===== src/sv/abl_pkg.sv =====
`timescale 1ns / 1ps
package abl_pkg;
  localparam int unsigned CoordBitsDef = 16;
  localparam int unsigned FracBitsDef  = 30;
  localparam int unsigned CoefBits     = 32;
  localparam int unsigned ConstBits    = 49;
  localparam int unsigned QueueDepth   = 4;
  localparam int unsigned QueuePtrBits = 2;

  // One classified item, handed from the front to the back.
  typedef struct packed {
    logic signed [24:0] vx;
    logic signed [24:0] vy;
    logic signed [25:0] px;
    logic signed [25:0] py;
    logic signed [25:0] qx;
    logic signed [25:0] qy;
    logic               degen;
  } abl_item_t;

  // Queue occupancy status passed to the front.
  typedef struct packed {
    logic full;
  } abl_qstat_t;

  // States of the vector normalizer.
  typedef enum logic [2:0] {U_IDLE, U_SQR, U_NORM, U_SQRT, U_DIV, U_DONE} ust_e;

  // States of the back end sequencer.
  typedef enum logic [2:0] {B_IDLE, B_UP, B_UQ, B_W, B_C, B_OUT} bst_e;
endpackage


===== src/sv/abl_front.sv =====
`timescale 1ns / 1ps
module abl_front #(
  parameter int unsigned COORD_BITS = abl_pkg::CoordBitsDef
) (
  input  logic                  clk_i,
  input  logic                  rst_ni,
  input  logic                  start_i,
  input  logic                  stall_i,
  input  logic [COORD_BITS-1:0] vertex_x_i,
  input  logic [COORD_BITS-1:0] vertex_y_i,
  input  logic [COORD_BITS-1:0] first_x_i,
  input  logic [COORD_BITS-1:0] first_y_i,
  input  logic [COORD_BITS-1:0] second_x_i,
  input  logic [COORD_BITS-1:0] second_y_i,
  output logic                  valid_o,
  output abl_pkg::abl_item_t    item_o
);
  import abl_pkg::*;

  // Stage 1: differences and zero tests.
  logic               s1_v_q;
  logic signed [24:0] vx_q, vy_q;
  logic signed [25:0] px_q, py_q, qx_q, qy_q;
  logic               zero_q;
  logic signed [25:0] px_d, py_d, qx_d, qy_d;
  logic signed [24:0] vx_d, vy_d;

  always_comb begin
    vx_d = 25'(signed'(vertex_x_i));
    vy_d = 25'(signed'(vertex_y_i));
    px_d = 26'(signed'(first_x_i)) - 26'(vx_d);
    py_d = 26'(signed'(first_y_i)) - 26'(vy_d);
    qx_d = 26'(signed'(second_x_i)) - 26'(vx_d);
    qy_d = 26'(signed'(second_y_i)) - 26'(vy_d);
  end

  always_ff @(posedge clk_i or negedge rst_ni) begin
    if (!rst_ni) begin
      s1_v_q <= 1'b0;
    end else if (!stall_i) begin
      s1_v_q <= start_i;
    end
  end

  always_ff @(posedge clk_i) begin
    if (!stall_i) begin
      vx_q <= vx_d; vy_q <= vy_d;
      px_q <= px_d; py_q <= py_d; qx_q <= qx_d; qy_q <= qy_d;
      zero_q <= (px_d == '0 && py_d == '0) || (qx_d == '0 && qy_d == '0);
    end
  end

  // Stage 2: cross and dot products, opposite-arm test.
  logic signed [52:0] m1_q, m2_q, m3_q, m4_q;
  logic               s2_v_q;
  abl_item_t          it2_q;

  always_ff @(posedge clk_i or negedge rst_ni) begin
    if (!rst_ni) begin
      s2_v_q <= 1'b0;
    end else if (!stall_i) begin
      s2_v_q <= s1_v_q;
    end
  end

  always_ff @(posedge clk_i) begin
    if (!stall_i) begin
      m1_q <= 53'(px_q * qy_q);
      m2_q <= 53'(py_q * qx_q);
      m3_q <= 53'(px_q * qx_q);
      m4_q <= 53'(py_q * qy_q);
      it2_q <= '{vx: vx_q, vy: vy_q, px: px_q, py: py_q, qx: qx_q, qy: qy_q,
                 degen: zero_q};
    end
  end

  logic signed [53:0] dot;
  always_comb begin
    dot = 54'(m3_q) + 54'(m4_q);
    item_o = it2_q;
    item_o.degen = it2_q.degen || (m1_q == m2_q && dot < 0);
    valid_o = s2_v_q && !stall_i;
  end
endmodule


===== config.mk =====
export PLATFORM = sky130hd
export DESIGN_NAME = abl_front
export DESIGN_NICKNAME = d
export VERILOG_FILES = /design/src/sv/abl_pkg.sv /design/src/sv/abl_front.sv
export SDC_FILE = /design/constraint.sdc
export NUM_CORES = 2
export LEC_CHECK = 0
export ABC_AREA = 0
export BUFFER_PORTS_ARGS = -buffer_cell sky130_fd_sc_hd__buf_2
export CORE_MARGIN = 5
export CORE_UTILIZATION = 45
export DETAILED_ROUTE_END_ITERATION = 12
export SLEW_MARGIN = 20
export SYNTH_ARGS = -nofsm -noshare
export SYNTH_HDL_FRONTEND = slang
export SYNTH_SLANG_ARGS = --single-unit

===== constraint.sdc =====
create_clock -name clk_i -period 19.5 [get_ports clk_i]
set_input_delay 4.875 -clock clk_i [delete_from_list [all_inputs] [get_ports clk_i]]
set_output_delay 4.875 -clock clk_i [all_outputs]
set_load 0.01 [all_outputs]

======== After elaboration in Yosys (flattened, before gate mapping) ========
Index checks and enable logic that the tools add are counted.
storage, ports and cells
  logic and storage cells ................. 42
  bits in registers ....................... 378
  output and inout port bits .............. 156
  input port bits ......................... 100
operators by class
  $lt $le $gt $ge ......................... 1
  add/sub/neg operators ................... 5
  $mul .................................... 4
  equal/unequal tests ..................... 1
  reduce and logical (&&, ||, !) cells .... 11
operators with widths
  operator             count
  $mul 17x17->34       4
  $logic_not 26->1     4
  $sub 16x16->17       4
  $lt 54x1->1 const B  1
  $eq 53x53->1         1
  $add 34x34->35       1
  $logic_and 1x1->1    4
  $logic_or 1x1->1     2
  $logic_not 1->1      1

======== Logic depth before layout (Yosys ltp) ========
  depth after elaboration ................. 4
  mapped depth ............................ 25
  depth with buffers taken out ............ 24

======== Worst setup path before layout ========
Ideal clock, no wire load.
  path kind ............................... in2reg
  start ................................... input stall_i
  end ..................................... register it2_q[0] (netlist name), enable pin
  slack ................................... 7,434 ps
  data arrival time ....................... 11,380 ps
  buffers on the path ..................... 0
  required time ........................... 18,814 ps
  stages .................................. 1
  library setup time ...................... 686 ps
  path through ............................ inv_1
RTL lines
  item                  RTL line         RTL
  start, declared       abl_front.sv:8   input logic stall_i,
  end signal, assigned  abl_front.sv:72  it2_q <= '{vx: vx_q, vy: vy_q, px: px_q, py: py_q, qx: qx_q, qy: qy_q,
  end, declared         abl_front.sv:56  abl_item_t it2_q;
No word-level cell between the ends.

======== Worst setup path after layout ========
  start ................................... input stall_i
  end ..................................... output valid_o
between the ends
  longest elaborated chain between the ends .. 2
RTL lines
  item               RTL line         RTL
  $logic_not 1->1    abl_front.sv:82  valid_o = s2_v_q && !stall_i;
  $logic_and 1x1->1  abl_front.sv:82
  end, declared      abl_front.sv:15  output logic valid_o,
No other way between the ends.

==> impl_metrics.tcl <==
set metrics [dict create \
    synth-xor-area-share_pct 3.17 \
    synth_area_per_cell_sq_um 10.1 \
    cts_resized 0 \
    drt-initial-drc-count 2399 \
    rsz0062_at_grt "no" \
    path_class "input pin to primary output" \
    synthesis.nets 7542 \
    synth_top_family_by_area "adder cells" \
    postPlaceCellArea_sq_um 61000 \
    holdBufCountCts 0 \
    setup_viol 0 \
    ys_top_cells_by_count "1301 x inv_1, 1188 x fa_1, 583 x and2_1" \
    coreArea_sq_um 130000 \
    cts_setup_buffers 0 \
    synth-simple-area-share_pct 13.1 \
    synth_adder_area_share_pct 49.7 \
    routedWlPerCell_um 18.6 \
    cp.required_ns 14.62 \
    crit_family "buffers and inverters" \
    worst_pin_slew_ns 1.03 \
    dpl.hpwl_um 106000 \
    arrival_ns 5.28 \
    drt-total-wl_um 141000 \
    async_flop_share_pct 0.588 \
    fillerInstances 12252 \
    synth_flop_cell "edfxtp_1" \
    crit_chain "buf_2 > nor2b_1 > buf_2" \
    rrSetupSlack_ns 11.87 \
    max_clock_freq_mhz 98.4 \
    area_growth_syn_to_layout_pct 5.68 \
    synth.distinct_cells 78 \
    post-route-period-util_pct 52.1 \
    die_w_um 372 \
    clockRootBuffer "clkbuf_16" \
    synth_enable_flop_cells 338 \
    ys_seq_area_share_pct 17.3 \
    ys_ff_latch 340 \
    fp.dieH_um 372 \
    period_needed_ns 10.16 \
    vias 38750 \
    cts_sinks 340 \
    clock_path_buffers 3 \
    grt_max_degree 87 \
    hp-class "register to register" \
    firstDrtPassIters 6 \
    synth_top_area_cell "fa_1" \
    critPathCaptureType "primary output" \
    whs_endpoint "item_o[109]" \
    synth_compound_area_share_pct 5.00 \
    max-cap-violations 0 \
    num_io_pins 256 \
    path_common_cell "buf_2" \
    synth_top_cell_area_share_pct 40.4 \
    wl_met2_um 63700 \
    worstHoldStart "vy_q[4]" \
    h-tree-depth 2 \
    gp_congestion 0.875 \
    track_usage_pct 21.5 \
    rows 132 \
    drv_slew 0 \
    syn-cell-area_sq_um 58900 \
    synth.most_common_cell "inv_1" \
    status "finished clean" \
    startpoint_type "input pin" \
    cpPeakStageDelay_ns 0.15 \
    nets 7555 \
    finClkSkew_ns 0.0406 \
    design_area_sq_um 62200 \
    path_clk_slew_ns 0.06 \
    netlist_instances 5817 \
    insertion_delay_ns 0.60 \
    vias_per_cell 5.10 \
    antenna_found_initial 10 \
    top_layer "met5" \
    drc 0 \
    yosys_warnings 0 \
    muxShareOfSynthArea_pct 0.111 \
    dieArea_sq_um 138000 \
    r2r_end "m2_q[32]" \
    hold_viol 0 \
    worstRegToRegCells 22 \
    met3_length_um 11000 \
    cp_slowest_cell "buf_2" \
    start_util_pct 45.3 \
    whs_path_depth 0 \
    r2r_start "qx_q[4]" \
    routedLengthMet1_um 62900 \
    grt_first_pass_wirelength_um 232000 \
    ant_nets 0 \
    numPortBuffers 255 \
    synthTopCellsByArea "fa_1 40%, edfxtp_1 17%, ha_1 9.3%" \
    fin_setup_tns_ns 0 \
    cts_tree "yes" \
    crit_buf_inv 2 \
    drive_gt1_share_pct 7.24 \
    grt.overflow.total 0 \
    max_slew_margin_pct 31.4 \
    grt_pass1_vias 41464 \
    cp_max_fo 4 \
    numCtsBuffers 40 \
]
kinds of logic after synthesis:
logic type / after synthesis
AOI/OAI and AO/OA: 448
adders and majority gates: 1625
and+or+nand+nor: 1522
xor gates and xnor gates: 213
DFF: 340
buffers and inverters: 1663
muxes: 6
worst max path at each step:
stage | start | endpoint | slack (ns) | cells past startpoint
finish | stall_i | valid_o | 9.34 | 3
CTS | stall_i | valid_o | 9.32 | 3
floorplan | stall_i | it2_q[0] | 7.43 | 1
detailed placement | stall_i | valid_o | 9.33 | 3
global route | stall_i | valid_o | 9.32 | 3
global placement | stall_i | valid_o | 9.32 | 3
sequential cells by signal, indices dropped and copies added (netlist names):
register,flops
item_o,100
m1_q,34
m2_q,34
m3_q,34
m4_q,34
px_q,17
py_q,17
qx_q,17
qy_q,17
vx_q,16
vy_q,16
it2_q,1
s1_v_q,1
s2_v_q,1
zero_q,1
cell type report:
class	count	area [sq um]	share of cell area, %
Antenna cell	3	7.51	0.0121
Clock buffer	45	1020	1.64
Clock inverter	27	199	0.320
Inverter	1303	4900	7.88
Multi-Input combinational cell	3814	41800	67.3
Sequential cell	340	10200	16.4
Tap cell	1742	2180	3.50
Timing Repair Buffer	331	1850	2.97
layout by cell type, fill, tap and decap left out, types with 34 or more instances in the layout:
cell type,synthesis,routed
edfxtp_1,338,338
buf_4,154,76
inv_1,1301,1300
xor2_1,36,36
xnor2_1,177,176
nand2_1,573,573
a21o_1,60,60
o21ai_0,72,72
buf_2,0,255
a21oi_1,124,124
o21a_1,44,44
ha_1,437,437
fa_1,1188,1188
nor2_1,153,153
nor3_1,34,34
nor2b_1,35,35
and2_1,583,583
clkbuf_16,0,40
through the flow:
stage	hold slack, ns	std cells	util (%)	setup slack (ns)
6_report	0.417	7605	47.9	9.34
3_5_place_dp	0.405	7530	47.0	9.33
3_3_place_gp	0.401	7530	47.0	9.32
5_1_grt	0.422	7603	47.9	9.32
4_1_cts	0.418	7602	47.9	9.32
2_1_floorplan	0.400	5817	-	7.43
metal layers:
layer	vias up	track usage, %
li1	17487	-
met3	136	4.42
met5	-	0
met1	19971	30.9
met4	4	4.95
met2	1152	33.7
Power is not shown: default switching activity piles up to over one toggle a cycle in this logic, so the estimate is an artifact.
